==> src/hdl/sme_pkg.sv <==
`default_nettype none
package sme_pkg;

    localparam int SME_STACK_DEPTH = 1024;
    localparam int SME_LOCAL_DEPTH = 1024;
    localparam int SME_CALL_DEPTH  = 64;

    localparam logic [4:0] OP_INVALID   = 5'd0;
    localparam logic [4:0] OP_RETURN    = 5'd1;
    localparam logic [4:0] OP_CALL      = 5'd2;
    localparam logic [4:0] OP_JZ        = 5'd3;
    localparam logic [4:0] OP_JUMP      = 5'd4;
    localparam logic [4:0] OP_ADD       = 5'd5;
    localparam logic [4:0] OP_SUB       = 5'd6;
    localparam logic [4:0] OP_MUL       = 5'd7;
    localparam logic [4:0] OP_DIV       = 5'd8;
    localparam logic [4:0] OP_MOD       = 5'd9;
    localparam logic [4:0] OP_GT        = 5'd10;
    localparam logic [4:0] OP_LT        = 5'd11;
    localparam logic [4:0] OP_GE        = 5'd12;
    localparam logic [4:0] OP_LE        = 5'd13;
    localparam logic [4:0] OP_EQ        = 5'd14;
    localparam logic [4:0] OP_NE        = 5'd15;
    localparam logic [4:0] OP_INC       = 5'd16;
    localparam logic [4:0] OP_DEC       = 5'd17;
    localparam logic [4:0] OP_STORE_G   = 5'd18;
    localparam logic [4:0] OP_STORE_L   = 5'd19;
    localparam logic [4:0] OP_LOAD_IMM  = 5'd20;
    localparam logic [4:0] OP_LOAD_G    = 5'd21;
    localparam logic [4:0] OP_LOAD_L    = 5'd22;
    localparam logic [4:0] OP_EXIT      = 5'd23;

    localparam logic [3:0] ST_OK        = 4'd0;
    localparam logic [3:0] ST_EXIT      = 4'd1;
    localparam logic [3:0] ST_INVALID   = 4'd2;
    localparam logic [3:0] ST_DIV_ZERO  = 4'd3;
    localparam logic [3:0] ST_UNDERFLOW = 4'd4;
    localparam logic [3:0] ST_OVERFLOW  = 4'd5;
    localparam logic [3:0] ST_CALL_OVF  = 4'd6;
    localparam logic [3:0] ST_RET_TOP   = 4'd7;
    localparam logic [3:0] ST_LOCAL_OVF = 4'd8;

    // instruction classes
    localparam logic [3:0] CL_INVALID = 4'd0;
    localparam logic [3:0] CL_RET     = 4'd1;
    localparam logic [3:0] CL_CALL    = 4'd2;
    localparam logic [3:0] CL_JZ      = 4'd3;
    localparam logic [3:0] CL_JUMP    = 4'd4;
    localparam logic [3:0] CL_BIN     = 4'd5;
    localparam logic [3:0] CL_UNARY   = 4'd6;
    localparam logic [3:0] CL_STORE   = 4'd7;
    localparam logic [3:0] CL_IMM     = 4'd8;
    localparam logic [3:0] CL_LOAD    = 4'd9;
    localparam logic [3:0] CL_EXIT    = 4'd10;

    typedef struct packed {
        logic [3:0]  cls;
        logic [4:0]  op;
        logic        global_slot;
        logic [63:0] imm;
        logic [15:0] slot;
        logic [7:0]  nargs;
        logic [7:0]  nlocals;
    } t_dec;

endpackage
`default_nettype wire

==> src/hdl/sme_front.sv <==
`default_nettype none
module sme_front
    import sme_pkg::*;
(
    input  wire logic        i_clk,
    input  wire logic        i_rst_n,
    input  wire logic        i_valid,
    output logic             o_ready,
    input  wire logic [4:0]  i_operation,
    input  wire logic [63:0] i_immediate,
    input  wire logic [15:0] i_target_or_slot,
    input  wire logic [7:0]  i_arg_count,
    input  wire logic [7:0]  i_local_count,
    output logic             o_valid,
    input  wire logic        i_ready,
    output t_dec             o_dec
);

    logic r_valid;
    t_dec r_dec;
    t_dec n_dec;

    always_comb begin
        n_dec.op          = i_operation;
        n_dec.imm         = i_immediate;
        n_dec.slot        = i_target_or_slot;
        n_dec.nargs       = i_arg_count;
        n_dec.nlocals     = i_local_count;
        n_dec.global_slot = (i_operation == OP_STORE_G) || (i_operation == OP_LOAD_G);
        case (i_operation)
            OP_RETURN:                  n_dec.cls = CL_RET;
            OP_CALL:                    n_dec.cls = CL_CALL;
            OP_JZ:                      n_dec.cls = CL_JZ;
            OP_JUMP:                    n_dec.cls = CL_JUMP;
            OP_ADD, OP_SUB, OP_MUL, OP_DIV, OP_MOD, OP_GT, OP_LT, OP_GE, OP_LE,
            OP_EQ, OP_NE:               n_dec.cls = CL_BIN;
            OP_INC, OP_DEC:             n_dec.cls = CL_UNARY;
            OP_STORE_G, OP_STORE_L:     n_dec.cls = CL_STORE;
            OP_LOAD_IMM:                n_dec.cls = CL_IMM;
            OP_LOAD_G, OP_LOAD_L:       n_dec.cls = CL_LOAD;
            OP_EXIT:                    n_dec.cls = CL_EXIT;
            default:                    n_dec.cls = CL_INVALID;
        endcase
    end

    assign o_ready = !r_valid || i_ready;
    assign o_valid = r_valid;
    assign o_dec   = r_dec;

    always_ff @(posedge i_clk) begin
        if (!i_rst_n) begin
            r_valid <= 1'b0;
        end else if (o_ready) begin
            r_valid <= i_valid;
        end
        if (o_ready && i_valid) begin
            r_dec <= n_dec;
        end
    end

endmodule
`default_nettype wire

==> config.mk <==
export PLATFORM = sky130hd
export DESIGN_NAME = sme_front
export DESIGN_NICKNAME = d
export VERILOG_FILES = /design/src/hdl/sme_pkg.sv /design/src/hdl/sme_front.sv
export SDC_FILE = /design/constraint.sdc
export NUM_CORES = 1
export LEC_CHECK = 0
export BUFFER_PORTS_ARGS = -buffer_cell sky130_fd_sc_hd__buf_2
export CORE_ASPECT_RATIO = 1.1
export CORE_MARGIN = 2
export CORE_UTILIZATION = 42
export DETAILED_ROUTE_END_ITERATION = 7
export PLACE_DENSITY = 0.79
export SETUP_SLACK_MARGIN = 0.02
export SLEW_MARGIN = 20
export SYNTH_ARGS = -nofsm -noshare
export SYNTH_HDL_FRONTEND = slang
export SYNTH_SLANG_ARGS = --single-unit
==> constraint.sdc <==
create_clock -name i_clk -period 5.08 [get_ports i_clk]
set_input_delay 1.524 -clock i_clk [delete_from_list [all_inputs] [get_ports i_clk]]
set_output_delay 1.524 -clock i_clk [all_outputs]
set_load 0.1 [all_outputs]
# Word level (Yosys, flattened, before mapping)
# Memories as Yosys holds them, arrays and structs flattened. A register that Yosys moved wholly into a read port is not among the register bits.
# Index checks and enable logic that the tools add are counted.
# W data, S select, Z words.
dict set report classes {
  n_reduce_logical 4
  eq_ne 2
  mul 0
  muxes 0
  div_mod_pow 0
  shifts 0
  n_lt_le_gt_ge 0
  n_addsub 0
  bitwise 0
}
# op n
set ops {}
lappend ops {{$eq A5 B5 Y1 const B} 2}
lappend ops {{$logic_or A1 B1 Y1} 2}
lappend ops {{$logic_and A1 B1 Y1} 1}
lappend ops {{$logic_not A1 Y1} 1}
dict set report totals {
  word_cells 14
  n_memories 1
  ram_bits 0
  register_bits 103
  mem_bits_ro 128
  in_bits 105
  latch_bits 0
}
# memory words word_bits rd rd_ports_with_merged_regs wr line
set memory_table {}
lappend memory_table {{(name not given)} 32 4 1 1 0 sme_front.sv:30} ;# case (i_operation)

# Depth between registers and ports, before layout
dict set report depth {
  ltp_word 3
  mapped_depth 5
  ltp_nobuf 5
}

# Least setup slack after synthesis
# No wires, ideal clock.
dict set report synth_path {
  path_kind {input to register}
  from {input port i_ready}
  to {register r_dec, in the netlist o_dec[0] (enable)}
  required_ns 4.604
  cell_stages 2
  setup_ns 0.476
  arrival_ns 4.885
  setup_slack_ns -0.281
  path_cell_list {nand2b_1 and2_1}
}
dict set report synth_between {
  elab_chain_len 2
}
# element line
set synth_rtl {}
lappend synth_rtl {{start, declared} sme_front.sv:15} ;# input wire logic i_ready,
lappend synth_rtl {{$logic_or A1 B1 Y1} sme_front.sv:46} ;# assign o_ready = !r_valid || i_ready;
lappend synth_rtl {{$logic_and A1 B1 Y1} sme_front.sv:56} ;# if (o_ready && i_valid) begin
lappend synth_rtl {{end signal, assigned} sme_front.sv:57} ;# r_dec <= n_dec;
lappend synth_rtl {{end, declared} sme_front.sv:20} ;# t_dec r_dec;
# Every way passes these cells.
# A chain may end at the register's enable or synchronous reset.

# Worst setup path after layout
dict set report layout_path {
  from {input port i_ready}
  to {output port o_ready}
}
dict set report layout_between {
  elab_chain_len 1
}
# element line
set layout_rtl {}
lappend layout_rtl {{$logic_or A1 B1 Y1} sme_front.sv:46}
lappend layout_rtl {{end, declared} sme_front.sv:8} ;# output logic o_ready,
# Every way passes these cells.

==> flow_metrics.py <==
metrics = {
    "drt": {
        "vias": 2060,
        "drc_errors": 0,
        "dr.pass1.iters": 3,
        "wl_mm": 6.981,
        "viasPerCell": 4.402,
        "wl_per_cell_um": 14.92,
        "ant_nets": 0,
        "drt_iter0_drc": 59,
    },
    "sta": {
        "skew_ns": 0.01079,
        "fin_crit_ns": 3.682,
        "worstMarginPinSlew_ns": 0.5498,
        "setup_viol": 0,
        "fmax_mhz": 271.6,
        "hold_viol_final": 0,
        "slew_violations": 0,
        "finalSetupTns_ns": 0,
        "fin_crit_sh": 0.7248,
        "relSlewSlack": 0.6335,
        "rsz0062_at_grt": "false",
    },
    "yosys": {
        "ys_async_sr_fraction": 0,
        "syn-num-nets": 240,
        "avgSynthCellArea_sq_um": 25.85,
        "netlist.area_leader.share": 0.9398,
        "synth_edf_count": 106,
        "seq_area_frac_synth": 0.9457,
        "yosysWarnings": 0,
        "synthCells": 131,
        "ys_types": 18,
        "yosysTopAreaCell": "edfxtp_1",
        "syn_area_sq_um": 3387,
        "synthTopCellsByArea": "edfxtp_1 (94%), ha_1 (1.5%), dfxtp_1 (0.59%)",
        "ys.flop_type": "edfxtp_1",
        "synth_seq_cells": 107,
    },
    "die": {
        "fp.coreArea_sq_um": 7870,
        "die-area_sq_um": 8799,
        "num_rows": 34,
        "start_util": 0.4304,
        "die_w_um": 89.62,
        "fp.dieH_um": 98.19,
        "ios": 213,
    },
    "status": {
        "status": "finished, final reports clean",
    },
    "global_routing": {
        "grt.busiest_layer": "met2",
        "overflow": 0,
        "use_met1": 0.1521,
        "grt_usage": 0.1512,
        "grt_max_degree": 46,
        "met3_usage": 0.07016,
        "gr-usage-met2": 0.2636,
        "grt_pass1_vias": 2037,
        "antenna_found_initial": 0,
        "grt_pass1_wl_mm": 9.777,
    },
    "layout": {
        "final_util": 0.6079,
        "fin_area_sq_um": 4785,
        "diodes": 0,
        "final_cells": 468,
        "areaGrowthSynthToFinish_pct": 41.26,
        "nets": 464,
        "n_fill_cell": 616,
        "drive_above_1_share": 0.6417,
    },
    "hold_path": {
        "hold_path.class": "reg2reg",
    },
    "critical_path": {
        "crit_type": "in2out",
        "worstPathCellList": "buf_2 > nand2b_1 > buf_2",
        "cp_common_cell": "buf_2",
        "required_ns": 3.56,
        "slowest_stage": "buf_2",
        "end_kind": "primary output",
        "crit_path_start_kind": "input pin",
        "crit_family": "buffers and inverters",
        "crit_fanout": 3,
        "crit_buf_inv": 2,
        "slowest_delay_ns": 0.44,
        "critPathArrivalTime_ns": 2.16,
    },
    "place": {
        "port_buffers": 212,
        "dp_cells": 452,
        "placed_cell_area_sq_um": 4589,
        "hpwlAfterDp_mm": 5.368,
        "place_congestion": 0.6990,
    },
    "clock_network": {
        "cts_tree": "done",
        "clk_latency_ns": 0.36,
        "htreeDepth": 3,
        "cts_root_buffer": "clkbuf_8",
        "clock_path_buffers": 2,
        "cts_setup_buffers": 0,
        "clk_transition_reported_paths_ns": 0.10,
        "holdBufCountCts": 0,
        "clock-sinks": 107,
        "cts.repair.resized": 0,
        "cts_made_buffers": 9,
    },
    "power": {
        "power.leakage_uw": 0.002068,
        "ir_worst_vdd_v": 0.0001645,
        "powerDensity_nw_per_um2": 420.7,
        "power_uw": 2013,
    },
    "run": {
        "cap_viol_max_count": 0,
    },
}
[path summary, 6_finish.rpt]
kind,startpoint,to,slack [ns],depth (start not counted)
setup / recovery,i_ready,o_ready,1.40,3
hold / removal,o_valid,o_valid,0.55,2
setup reg to reg,o_valid,o_dec[39],3.43,3
hold reg to reg,o_valid,o_valid,0.55,2
[cell families (layout without fill, tap and decap cells)]
kind of cell    count (synthesis)  count (layout)  share of synthesized area
compound gates                  6               6                    0.01256
flops                         107             107                     0.9457
simple gates                    7               7                    0.01182
fa+ha+maj                       4               4                    0.01478
buf+inv                         4             233                   0.006649
xor+xnor                        1               1                   0.002586
mux                             2               2                   0.005911
[stage by stage]
stage               hold WS (ns)  setup slack [ns]
floorplan                  1.623            0.8456
global placement          0.5162             1.413
detailed placement        0.5294             1.407
CTS                       0.5466             1.404
global route              0.6091             1.372
finish                    0.5515             1.398
[flip-flops by register name, summed over array words and instances, names as in the netlist]
register and flops:
o_dec 106, o_valid 1
[tightest hold or removal path: stages, from the launching register on]
cell and delay [ns]:
dfxtp_1 0.33, nand2b_1 0.10, a21boi_0 0.09
[synthesized netlist by cell type (2+ instances only)]
cell type,number
ha_1,4
mux2i_1,2
nor2_1,2
a21oi_1,2
edfxtp_1,106
inv_1,3
[area by class of cell]
class | count | area [sq um] | share of cell area
Tap cell | 108 | 135.1 | 0.02824
Clock inverter | 7 | 71.32 | 0.01491
Inverter | 3 | 11.26 | 0.002354
Sequential cell | 107 | 3203 | 0.6695
Clock buffer | 9 | 123.9 | 0.02589
Multi-Input combinational cell | 20 | 163.9 | 0.03426
Timing Repair Buffer | 214 | 1076 | 0.2249
[routing by layer]
layer  up-vias  wire length [um]  share of wire
li1        962                 -              -
met1       967              2381           0.34
met2       118              3690           0.53
met3        13               767           0.11
met4         0               141          0.020
met5         -                 0              0
[report_power, final]
group / internal (uW) / total (uW) / switching (uW) / leakage, uW
logic: 65.7 / 486 / 421 / 0.000936
registers: 1030 / 1040 / 11.0 / 0.00103
clock network: 190 / 484 / 294 / 0.0000974
total: 1290 / 2010 / 725 / 0.00207
[cell usage in the layout (no fill, tap or decap)]
| cell type | count |
|---|---|
| a21boi_0 | 1 |
| a21oi_1 | 2 |
| and2_4 | 1 |
| and3b_1 | 1 |
| buf_2 | 212 |
| buf_4 | 2 |
| clkbuf_8 | 9 |
| clkinv_1 | 1 |
| clkinv_4 | 2 |
| clkinv_8 | 2 |
| dfxtp_1 | 1 |
| edfxtp_1 | 106 |
| ha_1 | 4 |
| inv_1 | 3 |
| inv_6 | 2 |
| mux2i_1 | 2 |
| nand2_1 | 1 |
| nand2b_1 | 1 |
| nor2_1 | 2 |
| nor3b_1 | 1 |
| o21ai_2 | 1 |
| o21bai_1 | 1 |
| o31a_1 | 1 |
| xnor2_1 | 1 |
Note: power is estimated with default switching activity, not from simulation.
