File: src/hdl/sme_pkg.sv
`default_nettype none
package sme_pkg;

    localparam int SME_STACK_DEPTH = 1024;
    localparam int SME_LOCAL_DEPTH = 1024;
    localparam int SME_CALL_DEPTH  = 64;

    localparam logic [4:0] OP_INVALID   = 5'd0;
    localparam logic [4:0] OP_RETURN    = 5'd1;
    localparam logic [4:0] OP_CALL      = 5'd2;
    localparam logic [4:0] OP_JZ        = 5'd3;
    localparam logic [4:0] OP_JUMP      = 5'd4;
    localparam logic [4:0] OP_ADD       = 5'd5;
    localparam logic [4:0] OP_SUB       = 5'd6;
    localparam logic [4:0] OP_MUL       = 5'd7;
    localparam logic [4:0] OP_DIV       = 5'd8;
    localparam logic [4:0] OP_MOD       = 5'd9;
    localparam logic [4:0] OP_GT        = 5'd10;
    localparam logic [4:0] OP_LT        = 5'd11;
    localparam logic [4:0] OP_GE        = 5'd12;
    localparam logic [4:0] OP_LE        = 5'd13;
    localparam logic [4:0] OP_EQ        = 5'd14;
    localparam logic [4:0] OP_NE        = 5'd15;
    localparam logic [4:0] OP_INC       = 5'd16;
    localparam logic [4:0] OP_DEC       = 5'd17;
    localparam logic [4:0] OP_STORE_G   = 5'd18;
    localparam logic [4:0] OP_STORE_L   = 5'd19;
    localparam logic [4:0] OP_LOAD_IMM  = 5'd20;
    localparam logic [4:0] OP_LOAD_G    = 5'd21;
    localparam logic [4:0] OP_LOAD_L    = 5'd22;
    localparam logic [4:0] OP_EXIT      = 5'd23;

    localparam logic [3:0] ST_OK        = 4'd0;
    localparam logic [3:0] ST_EXIT      = 4'd1;
    localparam logic [3:0] ST_INVALID   = 4'd2;
    localparam logic [3:0] ST_DIV_ZERO  = 4'd3;
    localparam logic [3:0] ST_UNDERFLOW = 4'd4;
    localparam logic [3:0] ST_OVERFLOW  = 4'd5;
    localparam logic [3:0] ST_CALL_OVF  = 4'd6;
    localparam logic [3:0] ST_RET_TOP   = 4'd7;
    localparam logic [3:0] ST_LOCAL_OVF = 4'd8;

    // instruction classes
    localparam logic [3:0] CL_INVALID = 4'd0;
    localparam logic [3:0] CL_RET     = 4'd1;
    localparam logic [3:0] CL_CALL    = 4'd2;
    localparam logic [3:0] CL_JZ      = 4'd3;
    localparam logic [3:0] CL_JUMP    = 4'd4;
    localparam logic [3:0] CL_BIN     = 4'd5;
    localparam logic [3:0] CL_UNARY   = 4'd6;
    localparam logic [3:0] CL_STORE   = 4'd7;
    localparam logic [3:0] CL_IMM     = 4'd8;
    localparam logic [3:0] CL_LOAD    = 4'd9;
    localparam logic [3:0] CL_EXIT    = 4'd10;

    typedef struct packed {
        logic [3:0]  cls;
        logic [4:0]  op;
        logic        global_slot;
        logic [63:0] imm;
        logic [15:0] slot;
        logic [7:0]  nargs;
        logic [7:0]  nlocals;
    } t_dec;

endpackage
`default_nettype wire

File: src/hdl/sme_queue.sv
`default_nettype none
module sme_queue
    import sme_pkg::*;
(
    input  wire logic i_clk,
    input  wire logic i_rst_n,
    input  wire logic i_valid,
    output logic      o_ready,
    input  wire t_dec i_dec,
    output logic      o_valid,
    input  wire logic i_ready,
    output t_dec      o_dec
);

    t_dec       r_mem [2];
    logic       r_wp;
    logic       r_rp;
    logic [1:0] r_cnt;
    logic       push;
    logic       pop;

    assign o_ready = (r_cnt != 2'd2);
    assign o_valid = (r_cnt != 2'd0);
    assign o_dec   = r_mem[r_rp];
    assign push    = i_valid && o_ready;
    assign pop     = o_valid && i_ready;

    always_ff @(posedge i_clk) begin
        if (!i_rst_n) begin
            r_wp  <= 1'b0;
            r_rp  <= 1'b0;
            r_cnt <= 2'd0;
        end else begin
            if (push) r_wp <= !r_wp;
            if (pop)  r_rp <= !r_rp;
            r_cnt <= r_cnt + {1'b0, push} - {1'b0, pop};
        end
        if (push) begin
            r_mem[r_wp] <= i_dec;
        end
    end

endmodule
`default_nettype wire

File: config.mk
export PLATFORM = sky130hd
export DESIGN_NAME = sme_queue
export DESIGN_NICKNAME = d
export VERILOG_FILES = /design/src/hdl/sme_pkg.sv /design/src/hdl/sme_queue.sv
export SDC_FILE = /design/constraint.sdc
export NUM_CORES = 1
export LEC_CHECK = 0
export BUFFER_PORTS_ARGS = -buffer_cell sky130_fd_sc_hd__buf_2
export CORE_MARGIN = 3
export CORE_UTILIZATION = 28
export CTS_CLUSTER_SIZE = 12
export DETAILED_ROUTE_END_ITERATION = 10
export GPL_TIMING_DRIVEN = 1
export SYNTH_ARGS = -nofsm -noshare
export SYNTH_HDL_FRONTEND = slang
export SYNTH_SLANG_ARGS = --single-unit
File: constraint.sdc
create_clock -name i_clk -period 3.9 [get_ports i_clk]
set_clock_uncertainty 0.15 [all_clocks]
set_input_delay 0.585 -clock i_clk [delete_from_list [all_inputs] [get_ports i_clk]]
set_output_delay 0.585 -clock i_clk [all_outputs]
set_load 0.02 [all_outputs]
* Word level (Yosys, flattened, before mapping)
Memory sizes are Yosys's and may differ from the RTL's. A register that Yosys moved wholly into a read port is not among the register bits.
Cells that the tools add are included.
** Storage, ports and cells
- Register bits after elaboration :: 4
- Memory bits (writable) :: 212
- Input port bits :: 110
- Output and inout bits :: 108
- Logic and storage cells :: 16
- Memories kept :: 1
** Cells by class
- Add/subtract/negate cells :: 2
- Equality and inequality tests :: 1
- Mux-type cells :: 4
- Reductions and logical operators :: 5
** Memories
- r_mem :: depth 2, width 106, rd ports 1, clocked after memory_dff 1, write ports 1, RTL line sme_queue.sv:15 : t_dec r_mem [2];
** Operators by type and width (count)
- two-way mux 1 bit :: 4
- adder 2 x 1 -> 2 bit :: 1
- logical AND 1 bit :: 2
- zero test 1 bit :: 2
- inequality test 2 bit, second input constant :: 1
- nonzero test 2 bit :: 1
- subtractor 2 x 1 -> 2 bit :: 1

* Longest topological paths before layout
Gate-level depths: netlist of the first run.
- Word-level depth :: 4
- Mapped depth :: 6
- Mapped depth without buffers :: 6

* Least setup slack after synthesis of the first run
Ideal clock, no wire load.
- Path type :: reg2reg
- Start point :: register r_cnt[0]
- End point :: memory r_mem[1][0] (netlist name) (enable)
- Arrival time :: 3.219 ns
- Required time :: 3.272 ns
- Setup slack :: 0.053 ns
- Stages on the path, launching flop included :: 3
- Buffers on the path :: 0
- Cells stage by stage :: dfxtp_1 > nand2b_1 > and3_1
** On the way
- Longest elaborated chain between the ends :: 4
** RTL lines
- start: declaration :: RTL line sme_queue.sv:18 : logic [1:0] r_cnt;
- start signal: assignment :: RTL line sme_queue.sv:36 : r_cnt <= r_cnt + {1'b0, push} - {1'b0, pop};
- inequality test 2 bit :: RTL line sme_queue.sv:22 : assign o_ready = (r_cnt != 2'd2);
- net o_ready :: RTL line sme_queue.sv:8 : output logic o_ready,
- logical AND 1 bit :: RTL line sme_queue.sv:25 : assign push = i_valid && o_ready;
- two-way mux 1 bit :: RTL line sme_queue.sv:38 : if (push) begin
- two-way mux 1 bit (not written as such) :: RTL line sme_queue.sv:39 : r_mem[r_wp] <= i_dec;
- end: declaration :: RTL line sme_queue.sv:15
The timed path passes the listed nets, and every way through them passes these cells.

==> flow_summary.json, run 1 <==
{
  "status": "finished, final reports clean",
  "cpMaxStageDelayCell": "sky130_fd_sc_hd__dfxtp_4",
  "hold_violations": 0,
  "fraction_of_layout_cells_with_a_size_suffix_above_1_pct": 59.9,
  "period_share_pct": 75.9,
  "cts_root_buf": "sky130_fd_sc_hd__clkbuf_16",
  "critical-path-max-stage-delay_ns": 0.74,
  "yosysSeqAreaShare_pct": 80.1,
  "cts-hold-fix-buffers": 0,
  "die_area_sq_um": 30900,
  "max_cap_violations": 0,
  "area_delta_synth_final_pct": 28.6,
  "numPortBuffers": 217,
  "ys_ff_latch": 217,
  "initial_utilization_pct": 28.7,
  "maximum_ir_drop_on_the_vdd_rail_mv": 0.400,
  "yosys-top-cells-area": "sky130_fd_sc_hd__edfxtp_1 79%, sky130_fd_sc_hd__mux2_2 9.2%, sky130_fd_sc_hd__mux2_4 7.4%",
  "clk_latency_ns": 0.51,
  "worst_ep_required_time_ns": 3.16,
  "synth_cells": 360,
  "fin_area_sq_um": 10400,
  "global_route_wire_length_before_repair_um": 24100,
  "worst-path-buf-inv": 2,
  "global_router_s_overall_resource_usage_pct": 9.88,
  "synth.most_common_cell": "sky130_fd_sc_hd__edfxtp_1",
  "instances_no_fill": 990,
  "final_net_count": 708,
  "kind_of_start_point_of_the_critical_path": "flop",
  "grt_max_degree": 65,
  "synth.distinct_cells": 25,
  "cts_max_level": 1,
  "finalWeightedCongestion": 0.686,
  "setup_viol": 0,
  "grt-ovfl-total": 0,
  "synth.cells.most_frequent": "212 x sky130_fd_sc_hd__edfxtp_1, 66 x sky130_fd_sc_hd__mux2_2, 40 x sky130_fd_sc_hd__mux2_4, 6 x sky130_fd_sc_hd__buf_2, 6 x sky130_fd_sc_hd__buf_6",
  "via_density_per_instance": 4.12,
  "number_of_clock_buffers_inserted_by_tritoncts": 24,
  "fin_crit_ns": 2.96,
  "synth_async_sr_flop_share_pct": 0,
  "io_pins": 218,
  "vias_post_dr": 4077,
  "die_h_um": 176,
  "critPathTopFamily": "flip-flops",
  "cp_cell_sequence": "buf_4, mux2_2, buf_2",
  "postPlaceCellArea_sq_um": 9630,
  "core_area_sq_um": 28100,
  "maximum_clock_frequency_mhz": 338,
  "critical_path_arrival_ns": 2.23,
  "setup_tns_ns": 0,
  "dr.pass1.iters": 4,
  "post_cts_buffers": 0,
  "wl_um": 15800,
  "synthesis.yosys.warnings": 0,
  "postSynthAreaPerCell_sq_um": 22.4,
  "synth_nets": 471,
  "route.detailed.drc": 0,
  "min_path_type": "in -> reg",
  "path_class": "reg -> out",
  "vias_in_the_first_global_route": 4390,
  "ys.flop_type": "sky130_fd_sc_hd__edfxtp_1",
  "synth_largest_type_area_fraction_pct": 78.9,
  "worstMarginPinSlew_ns": 0.639,
  "critical_path.max_fanout": 36,
  "whs_ns": 0.115,
  "cts_tree": "built",
  "drt-wirelength-per-cell_um": 16.0,
  "antenna_found_initial": 2,
  "buffer_levels_on_the_longest_clock_path": 3,
  "library_cell_occupying_the_most_area_in_the_post_synthesis_netlist": "sky130_fd_sc_hd__edfxtp_1",
  "row_count": 61,
  "chip_width_um": 176,
  "drtIter0Drc": 222,
  "report.final.slew_viol_count": 0,
  "cts.repair.resized": 0,
  "synth_area_sq_um": 8070,
  "power_leakage_nw": 3.88,
  "unrepaired_setup_endpoints_after_global_routing": "no",
  "slew-limit-headroom_pct": 57.4,
  "drtAntennaViolNets": 0,
  "path_clk_slew_ns": 0.06,
  "clkSinkCount": 217,
  "pwr_density_cell_nw_per_um2": 628,
  "worstSetupEndpointType": "output pin",
  "number_of_placed_instances_taps_included": 949,
  "synth_edf_count": 212,
  "place_hpwl_um": 10200
}
==> flip-flops by register name (all words and copies together) (netlist names), named ones only <==
signal and cells:
r_cnt 2, r_mem 212, r_rp 1, r_wp 1
==> per-stage QoR <==
step | utilization, % | worst slack (ns) | power [W]
3_5_place_dp | 34.3 | 1.42 | 0.00445
6_report | 36.9 | 0.938 | 0.00652
4_1_cts | 36.9 | 0.856 | 0.00664
5_1_grt | 36.9 | 0.786 | 0.00684
2_1_floorplan | - | 0.0527 | 0.00401
3_3_place_gp | 34.3 | 1.44 | 0.00444
==> where the power goes <==
part | switching (W) | internal (W) | leakage [nW] | total, W
registers | 0.000104 | 0.00283 | 2.02 | 0.00294
clock network | 0.000825 | 0.00132 | 0.364 | 0.00214
logic | 0.000818 | 0.000624 | 1.49 | 0.00144
total | 0.00175 | 0.00477 | 3.88 | 0.00652
==> layout by cell type (no fill, tap or decap), types with 3 or more instances in the layout <==
cell	n
sky130_fd_sc_hd__buf_2	217
sky130_fd_sc_hd__edfxtp_1	212
sky130_fd_sc_hd__clkbuf_16	25
sky130_fd_sc_hd__nor2_1	4
sky130_fd_sc_hd__clkbuf_1	9
sky130_fd_sc_hd__buf_12	3
sky130_fd_sc_hd__mux2_4	40
sky130_fd_sc_hd__dfxtp_1	4
sky130_fd_sc_hd__mux2_2	66
sky130_fd_sc_hd__buf_4	3
==> worst reg2reg max path: stages (launching register included) <==
cell,delay [ns]
sky130_fd_sc_hd__dfxtp_1,0.42
sky130_fd_sc_hd__nand2b_1,0.21
sky130_fd_sc_hd__and3_4,0.62
sky130_fd_sc_hd__buf_4,0.50
==> final cells by class <==
class | instances | area, sq um
Sequential cell | 217 | 6470
Fill cell | 2692 | 17700
Timing Repair Buffer | 223 | 1170
Inverter | 2 | 10.0
Tap cell | 378 | 473
Clock inverter | 5 | 73.8
Clock buffer | 35 | 673
Multi-Input combinational cell | 129 | 1510
Antenna cell | 1 | 2.50
==> worst paths after layout <==
| kind | start | endpoint | slack [ns] | cells past startpoint |
|---|---|---|---|---|
| worst max-delay path | flop | o_dec[19] | 0.94 | 3 |
| worst min-delay path | i_dec[18] | r_mem[0][18]$_DFFE_PP_ | 0.12 | 1 |
| worst max register to register | r_cnt[0]$_SDFF_PN0_ | r_mem[1][86]$_DFFE_PP_ | 1.64 | 3 |
| worst min register to register | r_rp$_SDFFE_PN0P_ | flop | 0.35 | 2 |
==> metal layers <==
layer | GRT usage, % | wire length, um | vias to the layer above
li1 | - | - | 1900
met2 | 16.5 | 7540 | 164
met3 | 3.59 | 1470 | 34
met1 | 12.0 | 6370 | 1977
met5 | 0 | 11 | -
met4 | 3.04 | 408 | 2
==> logic make-up after synthesis <==
family	after synthesis	synth area share, %
compound gates	6	0.543
xor+xnor	1	0.109
fa+ha+maj	1	0.155
buf+inv	14	1.30
flops	217	80.1
mux	106	16.6
simple gates	15	1.13
Power figures use the tool's default switching activity.
==> run 2, diff against run 1 <==
==> constraint.sdc (replaced) <==
create_clock -name i_clk -period 2.5 [get_ports i_clk]
set_clock_uncertainty 0.15 [all_clocks]
set_input_delay 0.375 -clock i_clk [delete_from_list [all_inputs] [get_ports i_clk]]
set_output_delay 0.375 -clock i_clk [all_outputs]
set_load 0.02 [all_outputs]
==> run 2 against run 1 <==
Via count rose by 11%. Sequential power rose by 54%. Global-route usage rose by 0.54 points. Non-clock buffer count rose by 109. Largest cell class unchanged. Worst hold slack improved by 0.010 ns. Critical endpoint is now o_dec[4].
==> flow_summary.json, run 2 (synthesis results as in run 1) <==
{
  "status": "finished, final reports clean",
  "core_area_sq_um": 28100,
  "wl_um": 16600,
  "unrepaired_setup_endpoints_after_global_routing": "no",
  "critical_path_arrival_ns": 1.79,
  "clk_latency_ns": 0.50,
  "most-common-layout-cells": "217 x sky130_fd_sc_hd__buf_2, 212 x sky130_fd_sc_hd__edfxtp_1, 107 x sky130_fd_sc_hd__dlygate4sd3_1",
  "grt-ovfl-total": 0,
  "route.detailed.drc": 0,
  "worst_r2r_endpoint": "r_cnt[1]$_SDFF_PN0_",
  "maximum_clock_frequency_mhz": 432,
  "gr-usage-met3_pct": 3.98,
  "via_density_per_instance": 4.10,
  "worst-r2r-cell-count": 6,
  "clkSinkCount": 217,
  "worstSetupEndpointType": "output pin",
  "initial_utilization_pct": 28.7,
  "cpMaxStageDelayCell": "sky130_fd_sc_hd__dfxtp_4",
  "fraction_of_layout_cells_with_a_size_suffix_above_1_pct": 51.2,
  "report.final.slew_viol_count": 0,
  "pwr-share-seq_pct": 43.8,
  "cp_cell_sequence": "buf_16, mux2_2, buf_2",
  "global_route_wire_length_before_repair_um": 25900,
  "switching_share_pct": 26.8,
  "antenna_cells_inserted": 0,
  "setup.worst_path.end": "o_dec[4]",
  "buffer_levels_on_the_longest_clock_path": 3,
  "fin_crit_ns": 2.32,
  "clock_power_share_pct": 31.9,
  "slew-limit-headroom_pct": 75.2,
  "grt_max_degree": 61,
  "layout_top_registers": "r_mem: 212 flops, r_cnt: 2 flops",
  "largest_register_ff_count": 212,
  "power.net_switching_w": 0.00276,
  "critical_path.max_fanout": 45,
  "rrSetupSlack_ns": 0.78,
  "worstMarginPinSlew_ns": 0.367,
  "path_class": "reg -> out",
  "global_router_s_overall_resource_usage_pct": 10.4,
  "most_frequent_standard_cell_in_the_layout_excluding_fill_and_tap_cells": "sky130_fd_sc_hd__buf_2",
  "numPortBuffers": 217,
  "pwr-share-comb_pct": 24.3,
  "gr-usage-met2_pct": 17.8,
  "die_h_um": 176,
  "setup_slack_ns": 0.184,
  "power_leakage_nw": 4.35,
  "kind_of_start_point_of_the_critical_path": "flop",
  "drtIter0Drc": 167,
  "vias_post_dr": 4514,
  "top_reg_by_flops": "r_mem",
  "critPathTopFamily": "buffers and inverters",
  "period_share_pct": 92.6,
  "row_count": 61,
  "grt.met1_usage_pct": 12.4,
  "internal-power_w": 0.00757,
  "post-layout-total-power_w": 0.0103,
  "maximum_ir_drop_on_the_vdd_rail_mv": 0.622,
  "antenna_found_initial": 1,
  "setup_viol": 0,
  "number_of_clock_buffers_inserted_by_tritoncts": 24,
  "min_path_type": "in -> reg",
  "chip_width_um": 176,
  "cts_max_level": 1,
  "place_hpwl_um": 10300,
  "worst_ep_required_time_ns": 1.98,
  "r2r_start": "r_cnt[1]$_SDFF_PN0_",
  "drt-wirelength-per-cell_um": 15.1,
  "cts_tree": "built",
  "cts_root_buf": "sky130_fd_sc_hd__clkbuf_16",
  "top_usage_layer": "met2",
  "area_delta_synth_final_pct": 42.7,
  "vias_in_the_first_global_route": 4977,
  "cp.depth": 3,
  "final_net_count": 817,
  "finalWeightedCongestion": 0.671,
  "dr.pass1.iters": 4,
  "detailedPlace.worstSlack_ns": 0.527,
  "pwr_density_cell_nw_per_um2": 897,
  "die_area_sq_um": 30900,
  "path_clk_slew_ns": 0.06,
  "io_pins": 218,
  "worst-path-buf-inv": 2,
  "max_cap_violations": 0,
  "critical-path-max-stage-delay_ns": 0.41,
  "drtAntennaViolNets": 0,
  "hold_violations": 0
}
==> run 2: cell types whose count changed in the layout (fill, tap and decap cells not counted), moves of 2 or more <==
cell	delta
sky130_fd_sc_hd__dfxtp_2	+2
sky130_fd_sc_hd__dlygate4sd3_1	+107
sky130_fd_sc_hd__clkinv_1	+7
sky130_fd_sc_hd__dfxtp_1	-2
sky130_fd_sc_hd__clkbuf_1	-4
sky130_fd_sc_hd__buf_16	+2
==> run 2: metrics by stage <==
stage | hold slack (ns) | TNS (ns) | utilization [%] | cells | instance area (sq um)
after floorplan | 0.322 | -28.16 | - | 360 | 8090
after global placement | 0.337 | 0 | 34.4 | 949 | 9680
after detailed placement | 0.346 | 0 | 34.4 | 949 | 9680
after CTS | 0.100 | 0 | 41.0 | 1100 | 11500
after global routing | 0.127 | 0 | 41.0 | 1100 | 11500
final | 0.126 | 0 | 41.0 | 1100 | 11500
==> run 2: power by group through the flow <==
| stage | Sequential [W] | Clock [W] | Combinational [W] |
|---|---|---|---|
| global placement | 0.00461 | 0 | 0.00235 |
| CTS | 0.00453 | 0.00343 | 0.00256 |
| global route | 0.00456 | 0.00358 | 0.00268 |
| finish | 0.00453 | 0.00330 | 0.00251 |
| floorplan | 0.00458 | 0 | 0.00167 |
| detailed placement | 0.00462 | 0 | 0.00236 |
==> run 2: area by class of cell <==
type | instances | area (sq um)
Timing Repair Buffer | 332 | 2310
Clock buffer | 30 | 644
Fill cell | 2599 | 16600
Inverter | 2 | 11.3
Sequential cell | 217 | 6470
Multi-Input combinational cell | 129 | 1510
Tap cell | 378 | 473
Clock inverter | 12 | 100
==> run 2: worst min-delay path by stage <==
stage | cells past startpoint | slack (ns) | startpoint | to
floorplan | 2 | 0.32 | r_rp$_SDFFE_PN0P_ | flop
global route | 3 | 0.13 | i_valid | r_wp$_SDFFE_PN0P_
finish | 3 | 0.13 | i_valid | r_wp$_SDFFE_PN0P_
CTS | 3 | 0.10 | i_valid | r_wp$_SDFFE_PN0P_
detailed placement | 2 | 0.35 | r_rp$_SDFFE_PN0P_ | r_rp$_SDFFE_PN0P_
global placement | 2 | 0.34 | r_rp$_SDFFE_PN0P_ | r_rp$_SDFFE_PN0P_
==> run 2: worst reg2reg max path, delay by kind of cell (launching register included) <==
kind	cells	cell delay (ns)
fa+ha+maj	1	0.19
simple gates	4	0.70
compound gates	1	0.17
flops	1	0.40
==> run 2: layer usage <==
layer / wire [um] / part of all wire, %
met5: 13 / 0.078
met3: 1480 / 8.9
met2: 7820 / 47
met4: 386 / 2.3
met1: 6910 / 42
==> run 2: what timing repair did <==
action                     in CTS  in global routing
setup buffers                   2                  0
resized for setup               2                  0
hold endpoints to repair      213                  0
hold buffers                  107                  0
setup endpoints to repair      21                  0
